### src/rtl/nsrc_pkg.sv
`timescale 1ns / 1ps
// Package for the notch speed ramp controller: notch tables, decode helpers,
// controller states and the command/status structs between control and datapath.
// No dependencies.
package nsrc_pkg;

   // Default width of the wrapping tick counter.
   localparam int TICK_COUNTER_WIDTH_DEF = 8;

   // Field widths.
   localparam int NOTCH_W  = 5;
   localparam int LEVEL_W  = 4;
   localparam int SPEED_W  = 7;
   localparam int PERIOD_W = 5;
   localparam int BASE_W   = 4;
   localparam int PROD_W   = 11;

   // The divider dividend must hold a power-notch product (up to 680).
   localparam int PROD_MIN_W = 10;

   localparam logic [SPEED_W-1:0]  SPEED_CEILING   = 7'd85;
   localparam logic [SPEED_W-1:0]  EMERGENCY_DECEL = 7'd30;
   localparam logic [LEVEL_W-1:0]  LEVEL_MAX       = 4'd10;

   localparam logic signed [NOTCH_W-1:0] NOTCH_EMERGENCY = -5'sd9;
   localparam logic signed [NOTCH_W-1:0] NOTCH_POWER_TOP = 5'sd5;

   // What a tick does, decoded from the handle position.
   typedef enum logic [2:0] {
      KIND_HOLD,
      KIND_EMERGENCY,
      KIND_POWER,
      KIND_BRAKE,
      KIND_NEUTRAL
   } nsrc_kind_type;

   typedef enum logic [2:0] {
      ST_IDLE,
      ST_MOD_LOAD,
      ST_MOD_RUN,
      ST_DECIDE,
      ST_QUO_RUN,
      ST_COMMIT
   } nsrc_state_type;

   // Commands from the controller to the datapath.
   typedef struct packed {
      logic load;       // capture the request fields
      logic start_mod;  // load divider with tick counter and period
      logic decide;     // latch whether this tick's action is due
      logic start_quo;  // load divider with the power ramp product
      logic step;       // one divider iteration
      logic commit;     // update speed and counter, load the response
   } nsrc_cmd_type;

   // Status from the datapath to the controller.
   typedef struct packed {
      logic div_last;   // the divider is on its final iteration
      logic need_quo;   // a power ramp step needs a quotient
   } nsrc_status_type;

   function automatic nsrc_kind_type notch_kind(input logic signed [NOTCH_W-1:0] n);
      nsrc_kind_type k;
      if (n == NOTCH_EMERGENCY)
         k = KIND_EMERGENCY;
      else if (n < NOTCH_EMERGENCY || n > NOTCH_POWER_TOP)
         k = KIND_HOLD;
      else if (n > 5'sd0)
         k = KIND_POWER;
      else if (n < 5'sd0)
         k = KIND_BRAKE;
      else
         k = KIND_NEUTRAL;
      return k;
   endfunction

   // Power notch tables, indexed by notch minus one.
   function automatic logic [SPEED_W-1:0] pwr_max(input logic [2:0] k);
      logic [SPEED_W-1:0] v;
      case (k)
         3'd0:    v = 7'd20;
         3'd1:    v = 7'd45;
         3'd2:    v = 7'd65;
         3'd3:    v = 7'd75;
         default: v = 7'd85;
      endcase
      return v;
   endfunction

   function automatic logic [BASE_W-1:0] pwr_base(input logic [2:0] k);
      logic [BASE_W-1:0] v;
      case (k)
         3'd3:    v = 4'd5;
         3'd4:    v = 4'd8;
         default: v = 4'd4;
      endcase
      return v;
   endfunction

   function automatic logic [PERIOD_W-1:0] pwr_period(input logic [2:0] k);
      logic [PERIOD_W-1:0] v;
      case (k)
         3'd0:    v = 5'd5;
         3'd1:    v = 5'd3;
         3'd2:    v = 5'd2;
         default: v = 5'd1;
      endcase
      return v;
   endfunction

   // Brake notch tables, indexed by brake notch minus one.
   function automatic logic [PERIOD_W-1:0] brk_period(input logic [2:0] k);
      logic [PERIOD_W-1:0] v;
      case (k)
         3'd0:    v = 5'd4;
         3'd1:    v = 5'd3;
         3'd2:    v = 5'd2;
         default: v = 5'd1;
      endcase
      return v;
   endfunction

   function automatic logic [SPEED_W-1:0] brk_decel(input logic [2:0] k);
      logic [SPEED_W-1:0] v;
      case (k)
         3'd4:    v = 7'd2;
         3'd5:    v = 7'd5;
         3'd6:    v = 7'd9;
         3'd7:    v = 7'd15;
         default: v = 7'd1;
      endcase
      return v;
   endfunction

   // Drag period by level; level zero never acts, so its period is a dummy one.
   function automatic logic [PERIOD_W-1:0] drag_period(input logic [LEVEL_W-1:0] lvl);
      logic [PERIOD_W-1:0] v;
      case (lvl)
         4'd1:    v = 5'd30;
         4'd2:    v = 5'd25;
         4'd3:    v = 5'd20;
         4'd4:    v = 5'd16;
         4'd5:    v = 5'd13;
         4'd6:    v = 5'd10;
         4'd7:    v = 5'd8;
         4'd8:    v = 5'd6;
         4'd9:    v = 5'd4;
         4'd10:   v = 5'd2;
         default: v = 5'd1;
      endcase
      return v;
   endfunction

endpackage

### src/rtl/nsrc_datapath.sv
`timescale 1ns / 1ps
// Datapath of the notch speed ramp controller: request registers, speed and tick
// counter state, a shared bit-serial divider and the speed update. Uses nsrc_pkg.
module nsrc_datapath #(
   parameter int TICK_COUNTER_WIDTH = nsrc_pkg::TICK_COUNTER_WIDTH_DEF
) (
   input  logic                                clock,
   input  logic                                reset,
   input  nsrc_pkg::nsrc_cmd_type              cmd,
   output nsrc_pkg::nsrc_status_type           status,
   input  logic signed [nsrc_pkg::NOTCH_W-1:0] req_handle_notch,
   input  logic [nsrc_pkg::LEVEL_W-1:0]        req_resistance_level,
   output logic [nsrc_pkg::SPEED_W-1:0]        rsp_speed
);
   import nsrc_pkg::*;

   localparam int DW = (TICK_COUNTER_WIDTH > PROD_MIN_W) ? TICK_COUNTER_WIDTH : PROD_MIN_W;
   localparam int CW = $clog2(DW + 1);

   // Request, state and divider registers.
   logic signed [NOTCH_W-1:0] notch_ff;
   logic [LEVEL_W-1:0]        level_ff;
   logic [SPEED_W-1:0]        speed_ff, speed_in;
   logic [TICK_COUNTER_WIDTH-1:0] tick_ff, tick_in;
   logic [SPEED_W-1:0]        rsp_speed_ff;
   logic                      hit_ff;
   logic [DW-1:0]             dvd_ff, dvd_in;
   logic [SPEED_W-1:0]        rem_ff, rem_in;
   logic [SPEED_W-1:0]        dsr_ff, dsr_in;
   logic [CW-1:0]             cnt_ff, cnt_in;

   // Decode of the held request.
   nsrc_kind_type        kind;
   logic [2:0]           pidx, bidx;
   logic [LEVEL_W-1:0]   level_c;
   logic [PERIOD_W-1:0]  period;
   logic [SPEED_W-1:0]   mx;
   logic                 rises;
   logic [SPEED_W-1:0]   absd;
   logic [PROD_W-1:0]    prod;
   logic [SPEED_W:0]     trial;
   logic                 ge;
   logic [SPEED_W-1:0]   step_amt;
   logic [SPEED_W:0]     sum;

   always_comb begin
      kind    = notch_kind(notch_ff);
      pidx    = 3'(notch_ff - 5'sd1);
      bidx    = 3'(~notch_ff);
      level_c = (level_ff > LEVEL_MAX) ? LEVEL_MAX : level_ff;
      case (kind)
         KIND_POWER:   period = pwr_period(pidx);
         KIND_BRAKE:   period = brk_period(bidx);
         KIND_NEUTRAL: period = drag_period(level_c);
         default:      period = 5'd1;
      endcase
      mx    = pwr_max(pidx);
      rises = (mx > speed_ff);
      absd  = rises ? (mx - speed_ff) : (speed_ff - mx);
      prod  = PROD_W'(pwr_base(pidx)) * PROD_W'(absd);
   end

   // One restoring division step: remainder stays below the divisor.
   always_comb begin
      trial = {rem_ff, dvd_ff[DW-1]};
      ge    = (trial >= {1'b0, dsr_ff});
   end

   always_comb begin
      dvd_in = dvd_ff;
      rem_in = rem_ff;
      dsr_in = dsr_ff;
      cnt_in = cnt_ff;
      if (cmd.start_mod) begin
         dvd_in = DW'(tick_ff);
         rem_in = '0;
         dsr_in = SPEED_W'(period);
         cnt_in = CW'(DW);
      end else if (cmd.start_quo) begin
         dvd_in = DW'(prod);
         rem_in = '0;
         dsr_in = rises ? mx : speed_ff;
         cnt_in = CW'(DW);
      end else if (cmd.step && cnt_ff != '0) begin
         dvd_in = {dvd_ff[DW-2:0], ge};
         rem_in = ge ? 7'(trial - {1'b0, dsr_ff}) : trial[SPEED_W-1:0];
         cnt_in = cnt_ff - CW'(1);
      end
   end

   // Status to the controller; the remainder is valid in the decision state.
   assign status.div_last = (cnt_ff == CW'(1));
   assign status.need_quo = (kind == KIND_POWER) && (rem_ff == '0) && (speed_ff != mx);

   // Speed update. The ramp amount is at least one.
   always_comb begin
      step_amt = (dvd_ff[SPEED_W-1:0] == '0) ? 7'd1 : dvd_ff[SPEED_W-1:0];
      sum      = {1'b0, speed_ff} + {1'b0, step_amt};
      speed_in = speed_ff;
      tick_in  = tick_ff + TICK_COUNTER_WIDTH'(1);
      case (kind)
         KIND_HOLD: begin
            tick_in = tick_ff;
         end
         KIND_EMERGENCY: begin
            tick_in  = tick_ff;
            speed_in = (speed_ff >= EMERGENCY_DECEL) ? speed_ff - EMERGENCY_DECEL : '0;
         end
         KIND_POWER: begin
            if (hit_ff && speed_ff != mx) begin
               if (rises)
                  speed_in = (sum > {1'b0, SPEED_CEILING}) ? SPEED_CEILING : sum[SPEED_W-1:0];
               else
                  speed_in = (speed_ff >= step_amt) ? speed_ff - step_amt : '0;
            end
         end
         KIND_BRAKE: begin
            if (hit_ff)
               speed_in = (speed_ff >= brk_decel(bidx)) ? speed_ff - brk_decel(bidx) : '0;
         end
         default: begin
            if (hit_ff && level_c != '0 && speed_ff != '0)
               speed_in = speed_ff - 7'd1;
         end
      endcase
   end

   // Control state: speed, tick counter and divider step count.
   always_ff @(posedge clock) begin
      if (reset) begin
         speed_ff <= '0;
         tick_ff  <= '0;
         cnt_ff   <= '0;
      end else begin
         cnt_ff <= cnt_in;
         if (cmd.commit) begin
            speed_ff <= speed_in;
            tick_ff  <= tick_in;
         end
      end
   end

   // Payload registers.
   always_ff @(posedge clock) begin
      dvd_ff <= dvd_in;
      rem_ff <= rem_in;
      dsr_ff <= dsr_in;
      if (cmd.load) begin
         notch_ff <= req_handle_notch;
         level_ff <= req_resistance_level;
      end
      if (cmd.decide)
         hit_ff <= (rem_ff == '0);
      if (cmd.commit)
         rsp_speed_ff <= speed_in;
   end

   assign rsp_speed = rsp_speed_ff;

endmodule

### src/rtl/nsrc_ctrl.sv
`timescale 1ns / 1ps
// Controller of the notch speed ramp controller: sequences the divider runs
// and owns the request and response handshakes. Uses nsrc_pkg.
module nsrc_ctrl (
   input  logic                      clock,
   input  logic                      reset,
   input  logic                      req_valid,
   output logic                      req_ready,
   output logic                      rsp_valid,
   input  logic                      rsp_ready,
   output nsrc_pkg::nsrc_cmd_type    cmd,
   input  nsrc_pkg::nsrc_status_type status
);
   import nsrc_pkg::*;

   nsrc_state_type state_ff, state_in;
   logic           rsp_valid_ff, rsp_valid_in;
   logic           out_free;

   // State and response-valid registers.
   always_ff @(posedge clock) begin
      if (reset) begin
         state_ff     <= ST_IDLE;
         rsp_valid_ff <= 1'b0;
      end else begin
         state_ff     <= state_in;
         rsp_valid_ff <= rsp_valid_in;
      end
   end

   // Next state and commands.
   always_comb begin
      out_free     = !rsp_valid_ff || rsp_ready;
      state_in     = state_ff;
      cmd          = '0;
      rsp_valid_in = rsp_valid_ff && !rsp_ready;
      req_ready    = 1'b0;
      case (state_ff)
         ST_IDLE: begin
            req_ready = 1'b1;
            if (req_valid) begin
               cmd.load = 1'b1;
               state_in = ST_MOD_LOAD;
            end
         end
         ST_MOD_LOAD: begin
            cmd.start_mod = 1'b1;
            state_in      = ST_MOD_RUN;
         end
         ST_MOD_RUN: begin
            cmd.step = 1'b1;
            if (status.div_last)
               state_in = ST_DECIDE;
         end
         ST_DECIDE: begin
            cmd.decide = 1'b1;
            if (status.need_quo) begin
               cmd.start_quo = 1'b1;
               state_in      = ST_QUO_RUN;
            end else begin
               state_in = ST_COMMIT;
            end
         end
         ST_QUO_RUN: begin
            cmd.step = 1'b1;
            if (status.div_last)
               state_in = ST_COMMIT;
         end
         ST_COMMIT: begin
            if (out_free) begin
               cmd.commit   = 1'b1;
               rsp_valid_in = 1'b1;
               state_in     = ST_IDLE;
            end
         end
         default: begin
            state_in = ST_IDLE;
         end
      endcase
   end

   assign rsp_valid = rsp_valid_ff;

endmodule

### src/rtl/notch_speed_ramp_controller_unit.sv
`timescale 1ns / 1ps
// Notch speed ramp controller, top level. Uses nsrc_pkg, nsrc_ctrl, nsrc_datapath.
// The shared divider works one bit per cycle over DW = max(TICK_COUNTER_WIDTH, 10)
// bits: one run for the tick modulo, and a second run for the quotient on a power
// ramp step. A new request is taken only once the last response is loaded, and
// loading waits while an earlier response is still waiting.
// Reset clears speed, tick counter, controller state and the response valid.
module notch_speed_ramp_controller_unit #(
   parameter int TICK_COUNTER_WIDTH = nsrc_pkg::TICK_COUNTER_WIDTH_DEF
) (
   input  logic                                clock,
   input  logic                                reset,
   input  logic                                req_valid,
   output logic                                req_ready,
   input  logic signed [nsrc_pkg::NOTCH_W-1:0] req_handle_notch,
   input  logic [nsrc_pkg::LEVEL_W-1:0]        req_resistance_level,
   output logic                                rsp_valid,
   input  logic                                rsp_ready,
   output logic [nsrc_pkg::SPEED_W-1:0]        rsp_speed
);
   import nsrc_pkg::*;

   nsrc_cmd_type    cmd;
   nsrc_status_type status;

   // Sequencer.
   nsrc_ctrl u_ctrl (
      .clock     (clock),
      .reset     (reset),
      .req_valid (req_valid),
      .req_ready (req_ready),
      .rsp_valid (rsp_valid),
      .rsp_ready (rsp_ready),
      .cmd       (cmd),
      .status    (status)
   );

   // Arithmetic and state.
   nsrc_datapath #(
      .TICK_COUNTER_WIDTH (TICK_COUNTER_WIDTH)
   ) u_datapath (
      .clock                (clock),
      .reset                (reset),
      .cmd                  (cmd),
      .status               (status),
      .req_handle_notch     (req_handle_notch),
      .req_resistance_level (req_resistance_level),
      .rsp_speed            (rsp_speed)
   );

endmodule

### config.mk
export PLATFORM = sky130hd
export DESIGN_NAME = notch_speed_ramp_controller_unit
export DESIGN_NICKNAME = d
export VERILOG_FILES = /design/src/rtl/nsrc_pkg.sv /design/src/rtl/nsrc_datapath.sv /design/src/rtl/nsrc_ctrl.sv /design/src/rtl/notch_speed_ramp_controller_unit.sv
export SDC_FILE = /design/constraint.sdc
export NUM_CORES = 1
export LEC_CHECK = 0
export ABC_AREA = 1
export BUFFER_PORTS_ARGS = -buffer_cell sky130_fd_sc_hd__buf_2
export CORE_ASPECT_RATIO = 1.2
export CORE_MARGIN = 2
export CORE_UTILIZATION = 50
export CTS_CLUSTER_DIAMETER = 100
export CTS_CLUSTER_SIZE = 12
export DETAILED_ROUTE_END_ITERATION = 8
export PLACE_DENSITY = 0.69
export REMOVE_ABC_BUFFERS = 1
export SETUP_SLACK_MARGIN = 0.05
export SLEW_MARGIN = 40
export SYNTH_ARGS = -nofsm -noshare
export SYNTH_HDL_FRONTEND = slang
export SYNTH_SLANG_ARGS = --single-unit
### constraint.sdc
create_clock -name clock -period 15 [get_ports clock]
set_input_delay 3 -clock clock [delete_from_list [all_inputs] [get_ports clock]]
set_output_delay 3 -clock clock [all_outputs]
set_load 0.1 [all_outputs]
Word level (Yosys, flattened, before mapping)
Memory sizes are Yosys's and may differ from the RTL's.
Index checks and enable logic that the tools add are counted.
{"block": "op_classes", "n_eq_ne": 26, "n_lt_le_gt_ge": 11, "reduce_logical": 29, "bitwise_logic": 2, "add_sub_neg": 11, "mux": 51, "n_mul": 1}
{"cell": "7-bit 2-to-1 mux", "n": 14}
{"cell": "7-bit case mux with 4 select lines", "n": 2}
{"cell": "7-bit subtractor", "n": 5}
{"cell": "3-bit == test (second input constant)", "n": 8}
{"cell": "3-bit 2-to-1 mux", "n": 8}
{"cell": "3-bit by 2-bit == test with 1-bit output (second input constant)", "n": 7}
{"cell": "10-bit 2-to-1 mux", "n": 2}
{"cell": "3-bit case mux with 3 select lines", "n": 2}
{"cell": "3-bit case mux with 6 select lines", "n": 1}
{"cell": "4-bit 2-to-1 mux", "n": 4}
{"cell": "4-bit case mux with 4 select lines", "n": 1}
{"cell": "5-bit case mux with 3 select lines", "n": 1}
{"cell": "7-bit greater-or-equal comparator", "n": 2}
{"cell": "7-bit logical NOT", "n": 2}
{"cell": "3-bit by 1-bit == test with 1-bit output (second input constant)", "n": 4}
{"cell": "3-bit logical NOT", "n": 4}
{"cell": "1-bit 2-to-1 mux", "n": 11}
{"cell": "4-bit by 7-bit multiplier with 10-bit output", "n": 1}
{"cell": "5-bit 2-to-1 mux", "n": 2}
{"cell": "7-bit by 7-bit adder with 8-bit output", "n": 1}
{"cell": "8-bit by 1-bit adder with 8-bit output (second input constant)", "n": 1}
{"cell": "8-bit by 7-bit greater-or-equal comparator with 1-bit output", "n": 1}
{"cell": "8-bit by 7-bit greater-than comparator with 1-bit output (second input constant)", "n": 1}
{"cell": "8-bit 2-to-1 mux", "n": 1}
{"cell": "31 further kinds", "n": 45}
{"block": "word_totals", "mem_count": 1, "rom_bits": 80, "reg_bits": 64, "word_cells": 147, "in_bits": 13}
{"name": "(no name shown)", "words": 16, "word_bits": 5, "read_ports": 1, "rd_ports_with_merged_regs": 0, "wr": 0, "line": "nsrc_pkg.sv:138", "text": "case (lvl)"}

Logic depth before layout (Yosys ltp)
Gate-level depths: netlist (run 1).
{"block": "logic_depth", "ltp_word": 12, "ltp_mapped": 35, "ltp_nobuf": 34}

Cells and area by module
From an unflattened synthesis (run 1), not the netlist that was laid out.
{"block": "unflattened", "cells_unflattened": 865, "hier_area_um2": 6217.2}
{"module": "nsrc_datapath", "cells_each": 819, "area_each_um2": 5944.5, "n_inst": 1}
{"module": "nsrc_ctrl", "cells_each": 46, "area_each_um2": 272.8, "n_inst": 1}

Least setup slack after synthesis (run 1)
Ideal clock, no wire load.
{"block": "synth_timing", "path_kind": "register to register", "start": "register u_datapath.notch_ff[1]", "end": "register u_datapath.dvd_ff[9]", "t_required_ns": 14.885, "n_path_buf": 1, "path_stages_with_launch": 32, "arrival_time_ns": 4.870, "path_slack_ns": 10.014, "setup_time_ns": 0.115, "cell_sequence": "edfxtp_1 > nor2_1 > inv_2 > nor2_2 > inv_1 > nand2_1 > inv_1 > ha_1 > nand2_1 > inv_2 > nand2_2 > nand2_1 > nand4_1 > nand2_2 > nand2_4 > buf_6 > o21ai_1 > xor2_1 > nor2_1 > ha_1 > fa_1 > inv_1 > fa_1 > o21ai_0 > a21oi_1 > nor2_1 > nor2_1 > xor2_1 > a21oi_1 > o21ai_1 > nand2_1 > o21ai_2"}
{"block": "synth_between", "elab_chain_cells": 11}
{"element": "from (decl)", "line": "nsrc_datapath.sv:21", "text": "logic signed [NOTCH_W-1:0] notch_ff;"}
{"element": "from (signal assigned)", "line": "nsrc_datapath.sv:149", "text": "notch_ff <= req_handle_notch;"}
{"element": "parallel branches: the longest is 11 deep, another holds 4-bit by 7-bit multiplier with 10-bit output"}
{"element": "to (signal assigned)", "line": "nsrc_datapath.sv:145", "text": "dvd_ff <= dvd_in;"}
{"element": "to (decl)", "line": "nsrc_datapath.sv:27", "text": "logic [DW-1:0] dvd_ff, dvd_in;"}
Several ways; the timed one is not identified.
A chain may end at the register's enable or synchronous reset.

Final worst setup path (run 1)
{"block": "layout_timing", "start": "register u_datapath.notch_ff[2]", "end": "register u_datapath.dvd_ff[9]"}
The elaborated chain is that of the path after synthesis.

==> flow_summary_export.csv, run 1 <==
group,metric,value,unit
final_layout,fin_area,6730,um^2
critical_path,cp_data_required_time,15230,ps
final_layout,fin_util,55.3,%
synthesis,yosysMostFrequentCell,"nand2_1",
power_and_ir_drop,power.leakage,3.27,nW
floorplanning,die_h,126,um
floorplanning,fp.coreArea,12200,um^2
power_and_ir_drop,power_density,188,nW/um^2
synthesis,synthTopCellsByCount,"nand2_1, inv_1, a21oi_1, nor2_1, ha_1",
sta,rsz0062_at_grt,"false",
grt,grt_start_max_net_pins,26,
clock_tree,cts_inserted_buffers,9,
status,status,"finished, final reports clean",
floorplanning,dieArea,13400,um^2
clock_tree,cts-root-buf,"clkbuf_16",
clock_tree,cts.sinks,64,
clock_tree,clkLatencyLatePin,340,ps
floorplanning,start_util,51.3,%
grt,track_usage,25.2,%
synthesis,synth_warnings,0,
sta,min_period,5790,ps
synthesis,synth_top_area_cell,"edfxtp_1",
critical_path,slowest_stage,"fa_1",
sta,period_share,38.6,%
routing,dr_wl_met3,692,um
clock_tree,cts_tree,"done",
sta,slew_violations,0,
routing,routed_wl,16200,um
routing,detail-route-antenna-nets,0,
floorplanning,die_w,106,um
synthesis,ys_ff_latch,64,
critical_path,start_kind,"flop",
clock_tree,post_cts_buffers,0,
clock_tree,clockBufferDepth,2,
routing,wl_met2,7460,um
routing,drt_pass1_iterations,5,
floorplanning,top_level_ports,22,
final_layout,antenna_cells,0,
final_layout,fin_cells,1045,
power_and_ir_drop,ir_drop,0.000161,V
floorplanning,rows,44,
sta,tns,0,ps
placement,port_buffers,21,
sta,holdWs,470,ps
synthesis,synthDistinctLibCells,55,
synthesis,synth_edf_count,30,
sta,worst_pin_slew,762,ps
critical_path,worstPathMaxFanout,25,
synthesis,synth_area_leaders,"edfxtp_1, ha_1, dfxtp_1",
placement,placed_cell_area,6440,um^2
grt,grt_pass1_vias,5380,
clock_tree,cts_max_level,3,
grt,antenna_found_initial,0,
critical_path,crit_type,"flop to flop",
synthesis,synth_seq_area_share,25.3,%
clock_tree,path_clk_slew,60,ps
sta,setup_violations,0,
synthesis,synth_area,6250,um^2
routing,viasPerCell,5.47,
sta,hold_viol_final,0,
synthesis,yosysTopAreaCellShare,14.4,%
synthesis,avgSynthCellArea,7.21,um^2
critical_path,cp-end-kind,"flop",
critical_path,arrival,6020,ps
final_layout,nFillCells,1203,
clock_tree,cts_hold_buf,0,
routing,drcViolationCount,0,
routing,highest-signal-layer,"met4",
final_layout,area_growth,7.81,%
synthesis,async_reset_ff_share,0,%
placement,post-dp-hpwl,12500,um
grt,grt_pass1_wl,26700,um
placement,gp_congestion,0.936,
routing,drt_iter0_markers,394,
synthesis,synth-main-ff-cell,"dfxtp_1",
routing,wl_met1,7520,um
sta,relSlewSlack,49.1,%
clock_tree,cts-resized-gates,0,
placement,place_inst,1029,
grt,grt_overflow,0,
worst_hold_path,hold_path.class,"flop to flop",
routing,wire_per_inst,15.5,um
synthesis,synth_cells,866,
sta,timing.fmax,0.173,GHz
critical_path,cp_slowest_stage_delay,530,ps
routing,vias,5711,
flow_run,cap_viol_max_count,0,
final_layout,fin_nets,969,
sta,skew,4.45,ps
final_layout,drive_above_1_share,11.8,%
[flip-flops by register name, indices dropped and copies added, names as in the netlist, 3 cells and up]
signal and cells:
u_datapath.rsp_speed 7, u_datapath.cnt_ff 4, u_datapath.rem_ff 7, u_datapath.speed_ff 7, u_ctrl.state_ff 3, u_datapath.dsr_ff 7, u_datapath.notch_ff 5, u_datapath.level_ff 4
u_datapath.tick_ff 8, u_datapath.dvd_ff 10
[kinds of logic after synthesis]
kind of cell / share of synthesized area (%)
AO/OA/AOI/OAI: 17.7
XOR/XNOR: 3.89
adder cells (fa/ha/maj): 16.6
buffers and inverters: 11.6
flip-flops: 25.3
AND/OR/NAND/NOR: 24.8
[layer usage]
| metal | vias up | GRT usage [%] |
|---|---|---|
| met5 | - | 0 |
| met4 | 0 | 9.67 |
| met3 | 33 | 3.19 |
| met2 | 166 | 41.4 |
| met1 | 2617 | 33.9 |
| li1 | 2895 | - |
[placed cells by master, fill, tap and decap left out, types with 3 or more instances in the layout]
cell and count:
inv_1 136, inv_2 18, a21oi_1 74, nand2_2 8
a211oi_1 3, nor3_1 8, dfxtp_1 34, nor2_2 6
buf_2 21, o22ai_1 6, nor3_2 4, o221ai_1 6
nand2_4 3, inv_4 4, o211ai_1 9, o21ai_0 50
a221oi_1 3, nor2_8 3, nand3_1 43, fa_1 10
o21a_1 3, ha_1 67, xnor2_1 4, nand4_1 15
nand2_1 159, xor2_1 20, a31oi_1 4, clkbuf_16 10
a21oi_2 5, edfxtp_1 30, o21ai_1 16, buf_4 3
nor2_1 69
[critical path: cells and delay by family, from the launching register on]
family | cells | cell delay, ps
buf+inv | 7 | 890
simple gates | 14 | 1610
xor+xnor | 2 | 360
compound gates | 6 | 730
flops | 1 | 520
fa+ha+maj | 4 | 1550
[cell type report]
type | count | area (um^2) | share of cell area (%)
multi-input cells | 623 | 3940 | 58.5
flip-flops and latches | 64 | 1580 | 23.5
inverters | 157 | 594 | 8.83
clock buffers | 10 | 250 | 3.72
well taps | 161 | 201 | 2.99
repair buffers | 24 | 128 | 1.90
clock inverters | 6 | 38.8 | 0.576
[where the power goes]
| part | internal (mW) | switching, mW |
|---|---|---|
| clock | 0.122 | 0.0815 |
| sequential | 0.245 | 0.0408 |
| combinational | 0.252 | 0.527 |
[stage by stage]
stage               setup WS (ps)  power (mW)
detailed placement           9280        1.06
floorplan                    9990       0.874
global route                 8610        1.39
global placement             9460        1.05
finish                       9210        1.27
CTS                          9210        1.26
[final timing paths]
path,from,to,slack [ps],cells past startpoint
hold / removal,u_datapath.dvd_ff[8],u_datapath.dvd_ff[8],470,2
setup / recovery,u_datapath.notch_ff[2],u_datapath.dvd_ff[9],9210,33
setup reg to reg,u_datapath.notch_ff[2],u_datapath.dvd_ff[9],9210,33
hold reg to reg,u_datapath.dvd_ff[8],u_datapath.dvd_ff[8],470,2
No activity file was read; power rests on OpenSTA's default activity.
==> run 2, diff against run 1 <==
PLACE_DENSITY = 0.71   (was 0.69)
clock period = 4.8 ns   (was 15 ns; I/O delays follow)
==> run 2 against run 1 <==
- register-to-register slack got worse by 8900 ps
- combinational power increased to 3.6 times the previous value
- flip-flop and latch count unchanged
- worst setup slack got worse by 8900 ps
- power increased to 3.4 times the previous value
- final cell count increased by 3.9%
- maximum frequency increased by 28%
- non-clock buffer count increased by 41
- wire length increased by 3.4%
- sequential share of layout area decreased by 1.8 points
- largest power group unchanged
==> flow_summary_export.csv, run 2 (synthesized netlist as in run 1, its figures left out) <==
group,metric,value,unit
grt,grt_start_max_net_pins,22,
power_and_ir_drop,power_density,596,nW/um^2
floorplanning,dieArea,13400,um^2
clock_tree,cts.sinks,64,
final_layout,largest_reg_flops,10,
routing,drcViolationCount,0,
critical_path,crit_top_cell,"inv_2",
final_layout,fin_area,7280,um^2
clock_tree,cts-root-buf,"clkbuf_16",
critical_path,arrival,4770,ps
final_layout,antenna_cells,0,
final_layout,regMostFlops,"u_datapath.dvd_ff",
sta,hold_viol_final,0,
sta,fin_ws,259,ps
routing,drt_pass1_iterations,5,
critical_path,r2r-start,"u_datapath.notch_ff[0]",
sta,rsz0062_at_grt,"true",
final_layout,reg_top3,"u_datapath.dvd_ff x10, u_datapath.tick_ff x8",
status,status,"finished, final reports clean",
critical_path,cp_slowest_stage_delay,510,ps
final_layout,layout_common_cells,"nand2_1, inv_1, a21oi_1",
critical_path,worstReg2RegEnd,"u_datapath.dvd_ff[9]",
worst_hold_path,hold_depth,2,
critical_path,worstPathMaxFanout,6,
clock_tree,clkLatencyLatePin,340,ps
critical_path,slowest_stage,"fa_1",
clock_tree,clockBufferDepth,2,
flow_run,cap_viol_max_count,0,
floorplanning,die_h,126,um
sta,setup_violations,0,
floorplanning,die_w,106,um
floorplanning,start_util,51.3,%
critical_path,start_kind,"flop",
sta,period_share,94.6,%
grt,track_usage,25.0,%
grt,grt_pass1_vias,5458,
sta,slew_violations,0,
power_and_ir_drop,power.leakage,3.47,nW
placement,placed_cell_area,6610,um^2
placement,post-dp-hpwl,12600,um
floorplanning,top_level_ports,22,
grt,grt_overflow,0,
sta,timing.fmax,0.220,GHz
final_layout,fin_nets,1010,
floorplanning,fp.coreArea,12200,um^2
routing,routed_wl,16800,um
worst_hold_path,hold_path.class,"flop to flop",
sta,min_period,4540,ps
worst_hold_path,hp-start,"u_datapath.dvd_ff[8]",
grt,grt_pass1_wl,26600,um
routing,detail-route-antenna-nets,0,
worst_hold_path,holdPathEnd,"u_datapath.dvd_ff[8]",
placement,gp_congestion,0.965,
critical_path,r2r_cells,35,
final_layout,area_growth,16.6,%
clock_tree,cts_inserted_buffers,9,
placement,place_inst,1051,
grt,antenna_found_initial,0,
final_layout,fin_util,59.9,%
final_layout,fin_cells,1086,
sta,worst_pin_slew,543,ps
routing,drt_iter0_markers,511,
routing,wire_per_inst,15.4,um
clock_tree,path_clk_slew,60,ps
final_layout,drive_above_1_share,20.0,%
placement,port_buffers,21,
critical_path,cp-end-kind,"flop",
clock_tree,cts_max_level,3,
critical_path,cp_data_required_time,5030,ps
final_layout,final_common_cell,"nand2_1",
clock_tree,cts_tree,"done",
power_and_ir_drop,ir_drop,0.000490,V
floorplanning,rows,44,
critical_path,crit_type,"flop to flop",
routing,vias,5970,
routing,viasPerCell,5.50,
placement,post-place-ws,56.3,ps
sta,skew,6.99,ps
critical_path,reg2reg_slack,260,ps
sta,relSlewSlack,63.7,%
## run 2: area by class of cell
class | count | area, um^2
fillers | 1096 | 4880
multi-input cells | 623 | 4170
flip-flops and latches | 64 | 1580
inverters | 157 | 597
repair buffers | 65 | 443
clock buffers | 11 | 253
well taps | 161 | 201
clock inverters | 5 | 37.5
## run 2: worst max-delay path by stage
stage,start,end,slack [ps],depth (start not counted)
finish,u_datapath.notch_ff[0],u_datapath.dvd_ff[9],260,35
global route,u_datapath.notch_ff[0],u_datapath.dvd_ff[9],-130,35
CTS,u_datapath.notch_ff[1],u_datapath.dvd_ff[9],100,30
detailed placement,u_datapath.notch_ff[1],u_datapath.dvd_ff[9],60,30
global placement,u_datapath.notch_ff[1],u_datapath.dvd_ff[9],120,30
floorplan,u_datapath.notch_ff[2],u_datapath.dvd_ff[9],-210,29
## run 2: routing by layer
layer / global-route usage (%) / wire [um] / up-vias
li1: - / - / 2980
met1: 33.3 / 7360 / 2734
met2: 40.5 / 7940 / 224
met3: 3.96 / 1020 / 32
met4: 9.98 / 459 / 0
met5: 0 / 0 / -
## run 2: repair_timing
item	4_1_cts	5_1_grt
pin swaps	0	28
hold buffers	0	0
gates resized for setup	2	54
buffers inserted	0	19
endpoints found under the setup margin	2	4
## run 2: worst max-delay path: cells and delay by family, from the launching register on
kind	cells	cell delay [ps]
xor gates and xnor gates	2	350
and+or+nand+nor	15	1190
AOI/OAI and AO/OA	6	550
DFF	1	390
buffers and inverters	8	590
adders and majority gates	4	1370
## run 2: metrics by stage
stage | hold slack, ps | power [mW] | setup TNS (ps)
6_report | 462 | 4.34 | 0
5_1_grt | 508 | 4.72 | -227
4_1_cts | 462 | 4.00 | 0
3_5_place_dp | 451 | 3.33 | 0
3_3_place_gp | 451 | 3.32 | 0
2_1_floorplan | 435 | 2.73 | -435
## run 2: report_power, final
group | switching (mW) | internal (mW) | total [mW]
combinational | 1.81 | 1.02 | 2.84
sequential | 0.100 | 0.766 | 0.866
clock | 0.259 | 0.381 | 0.640
total | 2.17 | 2.17 | 4.34
